`src/sv/websocket_frame_deframer_assert.svh`:
```
// Assertion macros for the WebSocket frame deframer.
`ifndef WEBSOCKET_FRAME_DEFRAMER_ASSERT_SVH
`define WEBSOCKET_FRAME_DEFRAMER_ASSERT_SVH

`ifndef SYNTHESIS
`define WSD_ASSERT_IMP(lbl, ante, cons, msg) \
  lbl: assert property (@(posedge clk) disable iff (!rst_n) (ante) |-> (cons)) \
    else $error(msg);
`define WSD_ASSERT_NXT(lbl, ante, cons, msg) \
  lbl: assert property (@(posedge clk) disable iff (!rst_n) (ante) |=> (cons)) \
    else $error(msg);
`else
`define WSD_ASSERT_IMP(lbl, ante, cons, msg)
`define WSD_ASSERT_NXT(lbl, ante, cons, msg)
`endif

`endif

```
`src/sv/wsd_pkg.sv`:
```
// Shared types and constants of the WebSocket frame deframer.
`default_nettype none
package wsd_pkg;

  localparam int LENGTH_BITS_DEF = 32;
  localparam logic [15:0] MAX_PAYLOAD_RST = 16'd15360;

  // result event codes
  localparam logic [2:0] EV_DATA       = 3'd0;
  localparam logic [2:0] EV_PING       = 3'd1;
  localparam logic [2:0] EV_PING_EMPTY = 3'd2;
  localparam logic [2:0] EV_CLOSE      = 3'd3;
  localparam logic [2:0] EV_UNKNOWN    = 3'd4;
  localparam logic [2:0] EV_TOO_BIG    = 3'd5;

  // frame opcodes
  localparam logic [3:0] OP_CONT   = 4'd0;
  localparam logic [3:0] OP_TEXT   = 4'd1;
  localparam logic [3:0] OP_BINARY = 4'd2;
  localparam logic [3:0] OP_CLOSE  = 4'd8;
  localparam logic [3:0] OP_PING   = 4'd9;
  localparam logic [3:0] OP_PONG   = 4'd10;

  // second header byte length codes
  localparam logic [6:0] LEN_EXT16 = 7'd126;
  localparam logic [6:0] LEN_EXT64 = 7'd127;

  typedef struct packed {
    logic [2:0] event_res;
    logic [7:0] data_byte;
    logic [3:0] frame_opcode;
    logic       final_fragment;
    logic       frame_last;
  } wsd_res_t;

  typedef struct packed {
    logic halted;
    logic res_valid;
  } wsd_status_t;

endpackage
`default_nettype wire

```
`src/sv/wsd_in_if.sv`:
```
// Input channel: one received stream byte per transaction.
`default_nettype none
interface wsd_in_if;
  logic       valid;
  logic       ready;
  logic [7:0] rx_byte;
  logic       new_connection;

  modport source (output valid, output rx_byte, output new_connection, input ready);
  modport sink (input valid, input rx_byte, input new_connection, output ready);
endinterface
`default_nettype wire

```
`src/sv/wsd_out_if.sv`:
```
// Result channel: one deframer event per transaction.
`default_nettype none
interface wsd_out_if;
  logic       valid;
  logic       ready;
  logic [2:0] event_res;
  logic [7:0] data_byte;
  logic [3:0] frame_opcode;
  logic       final_fragment;
  logic       frame_last;

  modport source (output valid, output event_res, output data_byte, output frame_opcode,
                  output final_fragment, output frame_last, input ready);
  modport sink (input valid, input event_res, input data_byte, input frame_opcode,
                input final_fragment, input frame_last, output ready);
endinterface
`default_nettype wire

```
`src/sv/wsd_cfg.sv`:
```
// APB register block holding max_payload.
`default_nettype none
module wsd_cfg
  import wsd_pkg::*;
(
  input  wire logic        clk,
  input  wire logic        rst_n,
  input  wire logic        psel,
  input  wire logic        penable,
  input  wire logic        pwrite,
  input  wire logic [1:0]  paddr,
  input  wire logic [31:0] pwdata,
  output logic [31:0]      prdata,
  output logic             pready,
  output logic [15:0]      max_payload
);

  logic [15:0] max_payload_r;

  // one register, so every address in range selects it
  always_ff @(posedge clk) begin
    if (!rst_n) begin
      max_payload_r <= MAX_PAYLOAD_RST;
    end else if (psel && penable && pwrite && pready && (paddr[1:0] <= 2'd3)) begin
      max_payload_r <= pwdata[15:0];
    end
  end

  assign pready      = 1'b1;
  assign prdata      = {16'd0, max_payload_r};
  assign max_payload = max_payload_r;

endmodule
`default_nettype wire

```
`src/sv/wsd_parser.sv`:
```
// Frame header parser, unmasking and event decode, one byte per cycle while in_acc is set.
`default_nettype none
module wsd_parser
  import wsd_pkg::*;
#(
  parameter int LENGTH_BITS = LENGTH_BITS_DEF
) (
  input  wire logic        clk,
  input  wire logic        rst_n,
  input  wire logic        in_acc,
  input  wire logic [7:0]  rx_byte,
  input  wire logic        new_connection,
  input  wire logic [15:0] max_payload,
  output wsd_status_t      status,
  output wsd_res_t         res
);

  typedef enum logic [2:0] {
    PH_B0, PH_B1, PH_EXT16, PH_EXT64, PH_MASK, PH_DATA
  } phase_t;

  phase_t                 phase_r, phase_nxt, phase_c;
  logic [2:0]             hc_r, hc_nxt, hc_c;
  logic                   fin_r, fin_nxt, fin_c;
  logic [3:0]             op_r, op_nxt, op_c;
  logic                   masked_r, masked_nxt, masked_c;
  logic [LENGTH_BITS-1:0] len_r, len_nxt, len_c;
  logic                   lhn_r, lhn_nxt, lhn_c;
  logic [31:0]            key_r, key_nxt, key_c;
  logic [15:0]            bi_r, bi_nxt, bi_c;
  logic                   halted_r, halted_nxt, halted_c;

  logic       len_done, pay_start, frm_end, last, rv;
  logic [7:0] key_byte, dat;
  wsd_res_t   r;

  // new connection wipes the parser before this byte
  always_comb begin
    if (new_connection) begin
      phase_c = PH_B0; hc_c = '0; fin_c = 1'b0; op_c = '0; masked_c = 1'b0;
      len_c = '0; lhn_c = 1'b0; key_c = '0; bi_c = '0; halted_c = 1'b0;
    end else begin
      phase_c = phase_r; hc_c = hc_r; fin_c = fin_r; op_c = op_r; masked_c = masked_r;
      len_c = len_r; lhn_c = lhn_r; key_c = key_r; bi_c = bi_r; halted_c = halted_r;
    end
  end

  always_comb begin
    case (bi_c[1:0])
      2'd0:    key_byte = key_c[31:24];
      2'd1:    key_byte = key_c[23:16];
      2'd2:    key_byte = key_c[15:8];
      default: key_byte = key_c[7:0];
    endcase
  end

  assign dat  = masked_c ? (rx_byte ^ key_byte) : rx_byte;
  assign last = (LENGTH_BITS'(17'(bi_c) + 17'd1) == len_c);

  always_comb begin
    phase_nxt = phase_c; hc_nxt = hc_c; fin_nxt = fin_c; op_nxt = op_c;
    masked_nxt = masked_c; len_nxt = len_c; lhn_nxt = lhn_c; key_nxt = key_c;
    bi_nxt = bi_c; halted_nxt = halted_c;
    len_done = 1'b0; pay_start = 1'b0; frm_end = 1'b0;
    rv = 1'b0;
    r.event_res = EV_DATA;
    r.data_byte = 8'd0;
    r.frame_last = 1'b0;

    if (!halted_c) begin
      case (phase_c)
        PH_B0: begin
          fin_nxt = rx_byte[7];
          op_nxt = rx_byte[3:0];
          masked_nxt = 1'b0; len_nxt = '0; lhn_nxt = 1'b0; key_nxt = '0; bi_nxt = '0;
          hc_nxt = '0;
          phase_nxt = PH_B1;
        end
        PH_B1: begin
          masked_nxt = rx_byte[7];
          hc_nxt = '0;
          if (rx_byte[6:0] == LEN_EXT16) begin
            phase_nxt = PH_EXT16;
          end else if (rx_byte[6:0] == LEN_EXT64) begin
            phase_nxt = PH_EXT64;
          end else begin
            len_nxt = LENGTH_BITS'(rx_byte[6:0]);
            len_done = 1'b1;
          end
        end
        PH_EXT16: begin
          lhn_nxt = lhn_c | (|len_c[LENGTH_BITS-1 -: 8]);
          len_nxt = {len_c[LENGTH_BITS-9:0], rx_byte};
          if (hc_c == 3'd1) len_done = 1'b1;
          else hc_nxt = hc_c + 3'd1;
        end
        PH_EXT64: begin
          // upper half only flags oversize
          if (hc_c < 3'd4) begin
            lhn_nxt = lhn_c | (rx_byte != 8'd0);
          end else begin
            lhn_nxt = lhn_c | (|len_c[LENGTH_BITS-1 -: 8]);
            len_nxt = {len_c[LENGTH_BITS-9:0], rx_byte};
          end
          if (hc_c == 3'd7) len_done = 1'b1;
          else hc_nxt = hc_c + 3'd1;
        end
        PH_MASK: begin
          key_nxt = {key_c[23:0], rx_byte};
          if (hc_c == 3'd3) pay_start = 1'b1;
          else hc_nxt = hc_c + 3'd1;
        end
        PH_DATA: begin
          bi_nxt = bi_c + 16'd1;
          if (last) begin
            phase_nxt = PH_B0;
            hc_nxt = '0;
          end
          if (op_c == OP_CONT || op_c == OP_TEXT || op_c == OP_BINARY) begin
            rv = 1'b1; r.event_res = EV_DATA; r.data_byte = dat; r.frame_last = last;
          end else if (op_c == OP_PING) begin
            rv = 1'b1; r.event_res = EV_PING; r.data_byte = dat; r.frame_last = last;
          end else if (op_c != OP_PONG && last) begin
            halted_nxt = 1'b1;
            rv = 1'b1;
            r.event_res = (op_c == OP_CLOSE) ? EV_CLOSE : EV_UNKNOWN;
            r.frame_last = 1'b1;
          end
        end
        default: begin
          phase_nxt = PH_B0;
          hc_nxt = '0;
        end
      endcase

      if (len_done) begin
        hc_nxt = '0;
        if (lhn_nxt || (len_nxt > LENGTH_BITS'(max_payload))) begin
          halted_nxt = 1'b1;
          phase_nxt = PH_B0;
          rv = 1'b1; r.event_res = EV_TOO_BIG; r.frame_last = 1'b1;
        end else if (masked_nxt) begin
          phase_nxt = PH_MASK;
        end else begin
          pay_start = 1'b1;
        end
      end

      if (pay_start) begin
        bi_nxt = '0;
        hc_nxt = '0;
        if (len_nxt == '0) frm_end = 1'b1;
        else phase_nxt = PH_DATA;
      end

      // empty frame closes on its last header byte
      if (frm_end) begin
        phase_nxt = PH_B0;
        hc_nxt = '0;
        if (op_c == OP_PING) begin
          rv = 1'b1; r.event_res = EV_PING_EMPTY; r.frame_last = 1'b1;
        end else if (!(op_c == OP_CONT || op_c == OP_TEXT || op_c == OP_BINARY ||
                       op_c == OP_PONG)) begin
          halted_nxt = 1'b1;
          rv = 1'b1;
          r.event_res = (op_c == OP_CLOSE) ? EV_CLOSE : EV_UNKNOWN;
          r.frame_last = 1'b1;
        end
      end
    end

    r.frame_opcode = op_c;
    r.final_fragment = fin_c;
  end

  always_ff @(posedge clk) begin
    if (!rst_n) begin
      phase_r <= PH_B0; hc_r <= '0; fin_r <= 1'b0; op_r <= '0; masked_r <= 1'b0;
      len_r <= '0; lhn_r <= 1'b0; key_r <= '0; bi_r <= '0; halted_r <= 1'b0;
    end else if (in_acc) begin
      phase_r <= phase_nxt; hc_r <= hc_nxt; fin_r <= fin_nxt; op_r <= op_nxt;
      masked_r <= masked_nxt; len_r <= len_nxt; lhn_r <= lhn_nxt; key_r <= key_nxt;
      bi_r <= bi_nxt; halted_r <= halted_nxt;
    end
  end

  assign res              = r;
  assign status.res_valid = rv;
  assign status.halted    = halted_r;

endmodule
`default_nettype wire

```
`src/sv/wsd_out_stage.sv`:
```
// Result register between the parser and the output channel.
`default_nettype none
module wsd_out_stage
  import wsd_pkg::*;
(
  input  wire logic     clk,
  input  wire logic     rst_n,
  input  wire logic     load,
  input  wire wsd_res_t res,
  output logic          free,
  wsd_out_if.source     out_ch
);

  logic     valid_r, valid_nxt;
  wsd_res_t res_r;

  assign free = !valid_r || out_ch.ready;

  always_comb begin
    valid_nxt = valid_r;
    if (free) valid_nxt = load;
  end

  always_ff @(posedge clk) begin
    if (!rst_n) valid_r <= 1'b0;
    else valid_r <= valid_nxt;
  end

  // payload needs no reset
  always_ff @(posedge clk) begin
    if (free && load) res_r <= res;
  end

  assign out_ch.valid          = valid_r;
  assign out_ch.event_res      = res_r.event_res;
  assign out_ch.data_byte      = res_r.data_byte;
  assign out_ch.frame_opcode   = res_r.frame_opcode;
  assign out_ch.final_fragment = res_r.final_fragment;
  assign out_ch.frame_last     = res_r.frame_last;

endmodule
`default_nettype wire

```
`src/sv/websocket_frame_deframer.sv`:
```
// WebSocket receive deframer top level.
//
// Stream bytes of one connection enter on in_ch, one per transaction, with
// new_connection set on the first byte of a fresh connection. Each byte
// updates the header/unmask state and yields zero or one result on out_ch:
// data or ping bytes unmasked, or an event for empty ping, close, unknown
// opcode or oversize length. Close, unknown opcode and oversize halt the
// parser; bytes are then swallowed until new_connection is set.
// Throughput is one byte per cycle while in_ch.ready is high. A result
// appears on out_ch in the cycle after its byte is taken; the only storage
// between the two sides is the result register, so in_ch.ready drops only
// while that register holds a result and out_ch.ready is low. Bytes that
// yield no result still need a free result register to be taken.
// max_payload is written over APB at any address; the user must do so only
// while idle, as the block does not enforce it. Synchronous reset clears
// parser state, empties the result register and sets max_payload to 15360.
`include "websocket_frame_deframer_assert.svh"
`default_nettype none
module websocket_frame_deframer
  import wsd_pkg::*;
#(
  parameter int LENGTH_BITS = LENGTH_BITS_DEF
) (
  input  wire logic        clk,
  input  wire logic        rst_n,
  input  wire logic        psel,
  input  wire logic        penable,
  input  wire logic        pwrite,
  input  wire logic [1:0]  paddr,
  input  wire logic [31:0] pwdata,
  output logic [31:0]      prdata,
  output logic             pready,
  wsd_in_if.sink           in_ch,
  wsd_out_if.source        out_ch
);

  logic        in_acc, free;
  logic [15:0] max_payload;
  wsd_status_t st;
  wsd_res_t    res;

  assign in_ch.ready = free;
  assign in_acc      = in_ch.valid && free;

  wsd_cfg u_cfg (
    .clk         (clk),
    .rst_n       (rst_n),
    .psel        (psel),
    .penable     (penable),
    .pwrite      (pwrite),
    .paddr       (paddr),
    .pwdata      (pwdata),
    .prdata      (prdata),
    .pready      (pready),
    .max_payload (max_payload)
  );

  wsd_parser #(
    .LENGTH_BITS (LENGTH_BITS)
  ) u_parser (
    .clk            (clk),
    .rst_n          (rst_n),
    .in_acc         (in_acc),
    .rx_byte        (in_ch.rx_byte),
    .new_connection (in_ch.new_connection),
    .max_payload    (max_payload),
    .status         (st),
    .res            (res)
  );

  wsd_out_stage u_out (
    .clk    (clk),
    .rst_n  (rst_n),
    .load   (in_acc && st.res_valid),
    .res    (res),
    .free   (free),
    .out_ch (out_ch)
  );

  `WSD_ASSERT_IMP(a_no_result_halted, (st.halted && !in_ch.new_connection), (!st.res_valid), "result while halted")
  `WSD_ASSERT_NXT(a_halt_on_fatal, (in_acc && st.res_valid && (res.event_res == EV_CLOSE || res.event_res == EV_UNKNOWN || res.event_res == EV_TOO_BIG)), (st.halted), "fatal event did not halt")
  `WSD_ASSERT_IMP(a_event_ends_frame, (st.res_valid && res.event_res != EV_DATA && res.event_res != EV_PING), (res.frame_last), "event without frame end")

endmodule
`default_nettype wire

```
`src/flat_wrapper.sv`:
```
// flat-port wrapper written by rule: the top's interface ports become plain ports
module websocket_frame_deframer_flat import wsd_pkg::*;
#(
  parameter int LENGTH_BITS = LENGTH_BITS_DEF
)
  (clk, rst_n, psel, penable, pwrite, paddr, pwdata, prdata, pready, in_ch_valid, in_ch_rx_byte, in_ch_new_connection, in_ch_ready, out_ch_valid, out_ch_event_res, out_ch_data_byte, out_ch_frame_opcode, out_ch_final_fragment, out_ch_frame_last, out_ch_ready);
  wsd_in_if in_ch_i ();
  wsd_out_if out_ch_i ();
  input  wire logic clk;
  input  wire logic rst_n;
  input  wire logic psel;
  input  wire logic penable;
  input  wire logic pwrite;
  input  wire logic [1:0] paddr;
  input  wire logic [31:0] pwdata;
  output logic [31:0] prdata;
  output logic pready;
  input wire logic [$bits(in_ch_i.valid)-1:0] in_ch_valid;
  input wire logic [$bits(in_ch_i.rx_byte)-1:0] in_ch_rx_byte;
  input wire logic [$bits(in_ch_i.new_connection)-1:0] in_ch_new_connection;
  output wire logic [$bits(in_ch_i.ready)-1:0] in_ch_ready;
  output wire logic [$bits(out_ch_i.valid)-1:0] out_ch_valid;
  output wire logic [$bits(out_ch_i.event_res)-1:0] out_ch_event_res;
  output wire logic [$bits(out_ch_i.data_byte)-1:0] out_ch_data_byte;
  output wire logic [$bits(out_ch_i.frame_opcode)-1:0] out_ch_frame_opcode;
  output wire logic [$bits(out_ch_i.final_fragment)-1:0] out_ch_final_fragment;
  output wire logic [$bits(out_ch_i.frame_last)-1:0] out_ch_frame_last;
  input wire logic [$bits(out_ch_i.ready)-1:0] out_ch_ready;
  assign in_ch_i.valid = in_ch_valid;
  assign in_ch_i.rx_byte = in_ch_rx_byte;
  assign in_ch_i.new_connection = in_ch_new_connection;
  assign in_ch_ready = in_ch_i.ready;
  assign out_ch_valid = out_ch_i.valid;
  assign out_ch_event_res = out_ch_i.event_res;
  assign out_ch_data_byte = out_ch_i.data_byte;
  assign out_ch_frame_opcode = out_ch_i.frame_opcode;
  assign out_ch_final_fragment = out_ch_i.final_fragment;
  assign out_ch_frame_last = out_ch_i.frame_last;
  assign out_ch_i.ready = out_ch_ready;
  websocket_frame_deframer #(.LENGTH_BITS(LENGTH_BITS)) u_core (.clk(clk), .rst_n(rst_n), .psel(psel), .penable(penable), .pwrite(pwrite), .paddr(paddr), .pwdata(pwdata), .prdata(prdata), .pready(pready), .in_ch(in_ch_i), .out_ch(out_ch_i));
endmodule
```
`config.mk`:
```
export PLATFORM = sky130hd
export DESIGN_NAME = websocket_frame_deframer_flat
export DESIGN_NICKNAME = d
export VERILOG_FILES = /design/src/sv/wsd_pkg.sv /design/src/sv/wsd_in_if.sv /design/src/sv/wsd_out_if.sv /design/src/sv/wsd_cfg.sv /design/src/sv/wsd_parser.sv /design/src/sv/wsd_out_stage.sv /design/src/sv/websocket_frame_deframer.sv /design/src/flat_wrapper.sv
export VERILOG_INCLUDE_DIRS = /design/src /design/src/sv
export SDC_FILE = /design/constraint.sdc
export NUM_CORES = 1
export LEC_CHECK = 0
export BUFFER_PORTS_ARGS = -buffer_cell sky130_fd_sc_hd__buf_2
export CAP_MARGIN = 20
export CORE_ASPECT_RATIO = 0.75
export CORE_MARGIN = 5
export CORE_UTILIZATION = 45
export DETAILED_ROUTE_END_ITERATION = 8
export RECOVER_POWER = 100
export SYNTH_ARGS = -nofsm -noshare
export SYNTH_HDL_FRONTEND = slang
export SYNTH_SLANG_ARGS = --single-unit
export TNS_END_PERCENT = 100
```
`constraint.sdc`:
```
create_clock -name clk -period 12.3 [get_ports clk]
set_input_delay 2.46 -clock clk [delete_from_list [all_inputs] [get_ports clk]]
set_output_delay 2.46 -clock clk [all_outputs]
set_load 0.03 [all_outputs]
```
[Yosys cells after proc, flatten, opt, wreduce, memory -nomap -nowiden]
Index checks and enable logic that the tools add are counted.
Word-level totals
  bits in registers: 128
  latch bits: 0
  memory bits (writable): 0
  memory bits (read-only): 0
  input bits: 50
  logic and storage cells: 174
  memories kept: 0
Cells by class
  add/subtract/negate cells: 3
  $mul: 0
  divide/modulo/power cells: 0
  order comparisons: 3
  eq/ne operators: 19
  shift operators: 0
  multiplexer cells: 107
  bitwise logic cells: 4
  reductions and logical operators: 21
Operators by type and width (count)
  32-bit two-way mux: 8
  32-bit one-hot mux with 4 select lines: 1
  3-bit two-way mux: 28
  32-bit one-hot mux with 2 select lines: 1
  1-bit two-way mux: 52
  16-bit two-way mux: 3
  17-bit by 32-bit equality test with 1-bit output: 1
  32-bit by 16-bit greater-than comparator with 1-bit output: 1
  32-bit logical NOT: 1
  16-bit one-hot mux with 2 select lines: 1
  3-bit one-hot mux with 4 select lines: 2
  8-bit one-hot mux with 3 select lines: 1
  11-bit two-way mux: 2
  16-bit by 1-bit adder with 17-bit output, second input constant: 1
  16-bit by 1-bit adder with 16-bit output, second input constant: 1
  8-bit two-way mux: 2
  7-bit equality test, second input constant: 2
  4-bit equality test, second input constant: 3
  4-bit two-way mux: 3
  3-bit by 2-bit equality test with 1-bit output, second input constant: 3
  3-bit equality test, second input constant: 3
  8-bit nonzero test: 1
  8-bit OR reduction: 1
  8-bit XOR: 1
  21 further kinds: 34

[Logic depth before layout (Yosys ltp)]
Gate-level depths: netlist (run 1).
  depth in word-level cells: 16
  mapped depth: 17
  mapped depth without buffers: 14

[By module]
From an unflattened synthesis (run 1), not the netlist that was laid out.
Unflattened totals
  cells, all modules: 986
  area total of the unflattened synthesis: 7918.8 µm²
By module, submodules not included
  wsd_parser: instances 1, cells each 857, area each 6431.2 µm², seq. area each 1881.8 µm²
  wsd_cfg: instances 1, cells each 105, area each 907.1 µm², seq. area each 320.3 µm²
  wsd_out_stage: instances 1, cells each 22, area each 568.0 µm², seq. area each 530.5 µm²
  websocket_frame_deframer: instances 1, cells each 2, area each 12.5 µm², seq. area each 0.0 µm²

[Worst setup path after synthesis (run 1)]
Ideal clock, no wire load.
  path kind: input port to flip-flop
  start point: input port in_ch_new_connection
  end point: register u_core.u_out.res_r (netlist bit u_core.u_out.out_ch.data_byte[0]) (enable)
  library setup time: 0.401 ns
  data arrival time: 6.174 ns
  data required time: 11.899 ns
  slack: 5.724 ns
  stages: 14
  buffers on the path: 3
  path through: buf_4 inv_1 clkbuf_1 buf_2 nand2_1 inv_1 ha_1 nand3b_1 or4_1 mux2i_1 xor2_1 nor4_1 nand3_1 a31oi_1
Between the ends
  word-level cells in the longest chain between the ends: 16
  elaborated cells between the ends (all ways): 71
  classes of those cells: 1 x add/sub; 2 x order compare; 14 x eq/ne; 41 x mux; 2 x bitwise; 11 x reduce/logical
Ends and longest elaborated chain
  start, declared: line flat_wrapper.sv:20  | input wire logic [$bits(in_ch_i.new_connection)-1:0] in_ch_new_connection;
  3-bit two-way mux (tied with other cells): line wsd_parser.sv:39  | if (new_connection) begin
  3-bit < comparator (tied with other cells): line wsd_parser.sv:99  | if (hc_c < 3'd4) begin
  32-bit two-way mux (tied with other cells): line wsd_parser.sv:99
  32-bit one-hot mux with 4 select lines (tied with other cells): line wsd_parser.sv:71  | case (phase_c)
  32-bit two-way mux (tied with other cells): line wsd_parser.sv:70  | if (!halted_c) begin
  32-bit by 16-bit greater-than comparator with 1-bit output (tied with other cells): line wsd_parser.sv:138  | if (lhn_nxt || (len_nxt > LENGTH_BITS'(max_payload))) begin
  1-bit logical OR / 1-bit two-way mux (equally long branches): line wsd_parser.sv:138, wsd_parser.sv:119
  1-bit two-way mux, on equally long branches: line wsd_parser.sv:138, wsd_parser.sv:71
  1-bit two-way mux, on equally long branches: line wsd_parser.sv:136, wsd_parser.sv:138
  1-bit two-way mux, on equally long branches: line wsd_parser.sv:70, wsd_parser.sv:136
  1-bit two-way mux, on equally long branches: line wsd_parser.sv:149, wsd_parser.sv:162
  1-bit two-way mux, on equally long branches: line wsd_parser.sv:70, wsd_parser.sv:160
  1-bit two-way mux: line wsd_parser.sv:157  | if (frm_end) begin
  1-bit two-way mux *: line wsd_parser.sv:70
  1-bit logical AND *: line websocket_frame_deframer.sv:74  | .load (in_acc && st.res_valid),
  1-bit logical AND *: line wsd_out_stage.sv:31  | if (free && load) res_r <= res;
  end signal, assigned: line wsd_out_stage.sv:31
  end, declared: line wsd_out_stage.sv:15  | wsd_res_t res_r;
Every way passes the cells marked *; elsewhere a longest branch is shown, timed or not. The select of a mux whose other input is x is not followed.
A chain may end at the register's enable or synchronous reset.

[Worst setup path in the final report (run 1)]
  start point: input port in_ch_new_connection
  end point: register u_core.u_out.res_r (netlist bit u_core.u_out.out_ch.data_byte[5]) (enable)
The elaborated chain is that of the path after synthesis.

==> metrics, run 1 <==
area share of the largest cell type after synthesis=29.9%; Antenna diodes=0; r2r setup slk=5940 ps; sw power=0.284 mW; mean area per synthesized cell=7.90 sq um; combinational power share=10.3%; failing checks=max-capacitance violations, max-slew violations; startpoint type of the worst setup path=input pin; initial antenna violation count=0; WHS Endpoint=u_core.u_parser.hc_r[0]$_SDFFE_PN0P_; CTS root buffer=clkbuf_16; Hold/Removal Path Class=reg -> reg; hold_sp=u_core.u_parser.hc_r[0]$_SDFFE_PN0P_; Mapped Cells=942; area grow syn2layout=11.9%; Slew headroom=-171%; total internal power=0.781 mW; largest net degree at the start of global routing=89; Worst Hold Path Cells=2; result of the run=finished with violations; Worst EP arrival=9370 ps; FILL cells=1611; area of the multi-input gates=0.00420 sq mm; distinct cell type count after synthesis=75; Fin Setup TNS=0 ps; clock latency on the worst-skew pair=430 ps; Reg2Reg Depth=14; PnR Total Power=1.07 mW; Max clock buf depth=2; Clock power frac=48.3%; synthesized cell area=0.00744 sq mm; wire per inst=18.0 um; largest stage delay on the critical path=1630 ps; Final Hold Viols=0; peak supply drop=0.0779 mV; core area=0.0161 sq mm; ratio of final minimum period to clock period=75.8%; post-synth top area cell=dfxtp_1; total number of yosys warnings=0; FF+latch count, synth=128; Static Leak=3.09 nW; Non-Filler Instances=1195; CP Data Required Time=12350 ps; die area=0.0192 sq mm; drc violations=0; Seq pwr share=41.5%; reg2reg end=u_core.u_out.out_ch.data_byte[5]$_SDFFCE_PP0P_; hpwl dp=15100 um; synth top area cells=dfxtp_1, edfxtp_1, nor2_1; post-cts resize count=0; Overflow after GRT=0; critical path cell sequence=buf_2 > clkbuf_1 > nor2b_1 > a21o_4 > or2_0 > a22oi_1 > inv_1 > ha_1 > nand4_1 > nor4_1 > and4_1 > a31oi_1 > o21ai_0 > nor4b_1 > a31oi_1 > a31oi_2; Util after Layout=51.7%; H-Tree Depth=4; DR vias/cell=5.87; skew final=11.4 ps; worst hold margin=457 ps; Max Cap Viol=2; Post-synth top flop=dfxtp_1; first-pass GRT wire length=34500 um; slowest CP cell=clkbuf_1; Final Max Tran Viols=138; TritonRoute pass-1 iters=8; Least-Margin Pin Slew=4070 ps; final net count=1049; RR Startpoint=u_core.u_parser.phase_r[1]$_SDFFE_PN0P_; final worst slack=2980 ps; Hold Buf Count CTS=0; vias in the first global route=6321; RSZ-0062 raised after global routing=no; Fmax=107 MHz; Worst path most repeated cell=a31oi_1; Synth top cells by count=nor2_1, dfxtp_1, nand2_1; crit path kind=in -> reg; TritonCTS Sinks=128; placed cell count=1164; TritonCTS buffer count=17; wirelength, routed=21500 um; Setup Fix Bufs, Post-CTS=0; Post-synth EDFFs=17; switching part of the total power=26.7%; CTS tree=built; Port Buffers=66; Boundary Pins=102; Seq/Total Area, Yosys=36.7%; DR vias=7015; routability cong.=0.907; CP Capture Type=register; Finished Cell Area=0.00833 sq mm; Iter 0 DRT Violations=759; PwrDens=128 mW/mm^2; share of layout cells above drive strength 1=8.22%; Final ANT Viol Nets=0; Die Span X=158 um; row count=40; register area=0.00273 sq mm; final setup fails=0; asr flop ratio synth=0%; Chip Height=121 um; min cycle time layout=9320 ps; Starting Density=46.2%; Total GRT Usage=22.7%; Area after DPL=0.00781 sq mm; clk slew on worst S/H paths=60 ps; most frequent cell after synthesis=nor2_1; CP Max Fanout=48; Post-Place Worst Slack=4520 ps
cells by family after synthesis:
logic type | count (synthesis) | share of synthesized area (%)
compound gates | 256 | 23.1
xor+xnor | 28 | 3.30
fa+ha+maj | 26 | 4.37
buf+inv | 123 | 7.37
flops | 128 | 36.7
mux | 11 | 1.48
other cells | 2 | 0.101
simple gates | 368 | 23.5
sequential cells by signal, summed over array words and instances, names as in the netlist, 3 cells and up:
| name | cells |
|---|---|
| u_core.u_parser.op_r | 4 |
| u_core.u_parser.phase_r | 3 |
| u_core.u_out.out_ch.data_byte | 8 |
| u_core.u_parser.key_r | 32 |
| u_core.u_parser.len_r | 32 |
| u_core.u_parser.bi_r | 16 |
| u_core.u_cfg.max_payload | 16 |
| u_core.u_out.out_ch.frame_opcode | 4 |
| u_core.u_parser.hc_r | 3 |
| u_core.u_out.out_ch.event_res | 3 |
final cells by class:
class,count,area share [%]
flip-flops and latches,128,32.8
multi-input cells,706,50.5
well taps,210,3.16
inverters,42,1.89
repair buffers,78,4.33
clock buffers,22,6.21
clock inverters,9,1.13
worst max-delay path: cells and delay by family:
family / cells / cell delay, ps
AOI/OAI and AO/OA: 6 / 2300
adders and majority gates: 1 / 300
and+or+nand+nor: 6 / 2480
buffers and inverters: 3 / 1790
worst max-delay path by stage:
stage	from	end	cells after the start
after floorplan	in_ch_new_connection	u_core.u_out.out_ch.data_byte[0]$_SDFFCE_PP0P_	14
after global placement	in_ch_new_connection	u_core.u_out.out_ch.data_byte[2]$_SDFFCE_PP0P_	16
after detailed placement	in_ch_new_connection	u_core.u_out.out_ch.data_byte[2]$_SDFFCE_PP0P_	16
after CTS	in_ch_new_connection	u_core.u_out.out_ch.data_byte[2]$_SDFFCE_PP0P_	16
after global routing	in_ch_new_connection	u_core.u_out.out_ch.data_byte[2]$_SDFFCE_PP0P_	16
final	in_ch_new_connection	u_core.u_out.out_ch.data_byte[5]$_SDFFCE_PP0P_	16
power by group through the flow:
stage	Clock (mW)	Combinational [mW]	Sequential, mW
final	0.514	0.109	0.442
after global routing	0.540	0.121	0.443
after CTS	0.523	0.111	0.441
after detailed placement	0	0.110	0.450
after global placement	0	0.110	0.450
after floorplan	0	0.0806	0.450
per-layer routing:
layer	vias up	GRT usage, %	part of all wire (%)
met5	-	0	0
met4	0	6.82	1.4
met3	27	5.06	8.3
met2	296	30.9	40
met1	3253	35.0	50
li1	3439	-	-
placed cells by master (no fill, tap or decap), types with 4 or more instances in the layout:
master     netlist  routed
a222oi_1         8       8
a21o_1           4       4
and3_1           8       8
mux2i_1         11      11
conb_1           2      17
a221oi_1         4       4
dfxtp_1        111     111
o211ai_1         7       7
xor2_1          11      11
nor2_1         119     118
and2_1           6       5
ha_1            26      26
nand4_1         15      15
buf_2            6      30
a22o_1           7       7
a22oi_1         51      51
buf_4           19       5
nor2b_1         13      13
clkbuf_16        0      19
a31oi_1         12      12
or3_1           12      12
nand3_1         28      28
xnor2_1         17      17
o22ai_1          5       5
nor4_1          20      20
a21oi_1         70      70
clkbuf_1        47      42
o21ai_0         40      42
nand2b_1         7       7
nand2_1        101     101
nor3_1          18      18
edfxtp_1        17      17
inv_1           41      42
a211oi_1         9      10
No activity file was read; power rests on OpenSTA's default activity.
==> inputs of run 2 (changes only) <==
==> constraint.sdc (replaced) <==
create_clock -name clk -period 9.1 [get_ports clk]
set_input_delay 1.82 -clock clk [delete_from_list [all_inputs] [get_ports clk]]
set_output_delay 1.82 -clock clk [all_outputs]
set_load 0.03 [all_outputs]
==> run 2 against run 1 <==
The run still ends with max-capacitance violations, max-slew violations left. First-iteration DRC count down 12%. Largest power group unchanged. Setup slack worse by 1200 ps. Clock skew down 2.7 ps. Core utilization about the same. Clock power up 30%. Non-clock buffer count up 1. Register-to-register slack worse by 2200 ps. Worst hold slack better by 7.5 ps.
==> metrics, run 2 (synthesis results as in run 1) <==
wirelength, routed=21900 um (+1.8%); Final ANT Viol Nets=0 (unchanged); clk slew on worst S/H paths=60 ps (about the same); final worst slack=1810 ps (-1170 ps); PwrDens=170 mW/mm^2 (+33%); TritonCTS Sinks=128 (unchanged); Iter 0 DRT Violations=665 (-12%); post-cts resize count=0 (unchanged); Boundary Pins=102 (unchanged); result of the run=finished with violations; area of the multi-input gates=0.00421 sq mm (+0.21%); core area=0.0161 sq mm (unchanged); ratio of final minimum period to clock period=80.2%; Post-Place Worst Slack=2070 ps (-2450 ps); Starting Density=46.2% (unchanged); wire per inst=18.3 um (+1.6%); Antenna diodes=0 (unchanged); clock latency on the worst-skew pair=430 ps (about the same); FILL cells=1595 (-0.99%); Worst path most repeated cell=clkbuf_1; Max Cap Viol=1 (-1); first-pass GRT wire length=35100 um (+1.7%); CP Data Required Time=9230 ps (-3120 ps); Final Hold Viols=0 (unchanged); die area=0.0192 sq mm (unchanged); DR vias=7047 (+0.46%); startpoint type of the worst setup path=input pin; Total GRT Usage=22.9% (+0.26 points); Slew headroom=-172% (-0.53 points); placed cell count=1163 (-0.086%); routability cong.=0.887 (-2.3%); registers with the most flip-flops=u_core.u_parser.key_r (32), u_core.u_parser.len_r (32); share of layout cells above drive strength 1=7.90% (-0.32 points); drc violations=0 (unchanged); Die Span X=158 um (unchanged); H-Tree Depth=4 (unchanged); vias in the first global route=6494 (+2.7%); critical path cell sequence=clkbuf_1 > clkbuf_1 > inv_1 > clkbuf_1 > nand2_1 > inv_1 > ha_1 > buf_4 > xnor2_1 > xnor2_1 > nor4_1 > nand3_1 > a2111oi_0 > clkbuf_1 > nand3_1 > a31oi_1 > buf_8; worst hold margin=464 ps (+7.49 ps); failing checks=max-capacitance violations, max-slew violations; Fin Setup TNS=0 ps (unchanged); area grow syn2layout=11.9% (about the same); CTS root buffer=clkbuf_16; row count=40 (unchanged); Hold Buf Count CTS=0 (unchanged); final net count=1050 (+0.095%); most frequent cells in the layout=nor2_1, dfxtp_1, nand2_1, a21oi_1, a22oi_1; Hold/Removal Path Class=reg -> reg; Non-Filler Instances=1197 (+0.17%); Max clock buf depth=2 (unchanged); hpwl dp=15100 um (-0.16%); CP Capture Type=register; Port Buffers=66 (unchanged); most common cell after layout, fill and taps aside=nor2_1; DR vias/cell=5.89 (+0.29%); largest stage delay on the critical path=1040 ps (-590 ps); TritonCTS buffer count=17 (unchanged); largest net degree at the start of global routing=89 (unchanged); Setup Fix Bufs, Post-CTS=0 (unchanged); skew final=8.75 ps (-2.67 ps); Worst EP arrival=7430 ps (-1940 ps); Overflow after GRT=0 (unchanged); Chip Height=121 um (unchanged); peak supply drop=0.109 mV (+40%); CP Max Fanout=33 (-31%); crit path kind=in -> reg; initial antenna violation count=0 (unchanged); Area after DPL=0.00779 sq mm (-0.19%); final setup fails=0 (unchanged); CTS tree=built; Final Max Tran Viols=89 (-36%); slowest CP cell=clkbuf_1; Fmax=137 MHz; Finished Cell Area=0.00832 sq mm (about the same); RSZ-0062 raised after global routing=no; register area=0.00273 sq mm (unchanged); Least-Margin Pin Slew=4070 ps (+7.97 ps); TritonRoute pass-1 iters=7 (-1); min cycle time layout=7290 ps; Static Leak=3.08 nW (-0.24%)
==> run 2: final timing paths <==
check | startpoint | end | slack (ps) | depth (start not counted)
max | in_ch_new_connection | u_core.u_out.out_ch.data_byte[6]$_SDFFCE_PP0P_ | 1810 | 17
min | u_core.u_parser.hc_r[0]$_SDFFE_PN0P_ | u_core.u_parser.hc_r[0]$_SDFFE_PN0P_ | 460 | 2
max reg2reg | u_core.u_parser.phase_r[0]$_SDFFE_PN0P_ | u_core.u_out.out_ch.data_byte[6]$_SDFFCE_PP0P_ | 3750 | 15
min reg2reg | u_core.u_parser.hc_r[0]$_SDFFE_PN0P_ | u_core.u_parser.hc_r[0]$_SDFFE_PN0P_ | 460 | 2
==> run 2: worst max-delay path, delay by kind of cell <==
kind                       cells  cell delay (ps)
xor gates and xnor gates       2              320
AOI/OAI and AO/OA              2              810
buffers and inverters          8             3290
adders and majority gates      1              250
and+or+nand+nor                4              910
==> run 2: where the power goes <==
group	internal [mW]	switching, mW	leakage, nW
Clock	0.402	0.266	0.276
Sequential	0.582	0.0155	1.07
Combinational	0.0439	0.106	1.73
==> run 2: area by class of cell <==
| class | instances | area share, % |
|---|---|---|
| Sequential cell | 128 | 32.8 |
| Multi-Input combinational cell | 706 | 50.6 |
| Tap cell | 210 | 3.16 |
| Clock inverter | 10 | 1.23 |
| Clock buffer | 22 | 5.71 |
| Inverter | 42 | 1.89 |
| Timing Repair Buffer | 79 | 4.60 |
==> run 2: routing by layer <==
layer | wire [um] | track usage (%) | vias up
li1 | - | - | 3433
met1 | 10800 | 34.8 | 3277
met2 | 8990 | 32.1 | 308
met3 | 1800 | 5.13 | 29
met4 | 276 | 6.66 | 0
met5 | 0 | 0 | -
==> run 2: metrics by stage <==
step           power [mW]  utilization (%)
3_5_place_dp        0.758             48.4
2_1_floorplan       0.717                -
4_1_cts              1.42             51.9
5_1_grt              1.47             51.7
6_report             1.42             51.7
3_3_place_gp        0.756             48.4
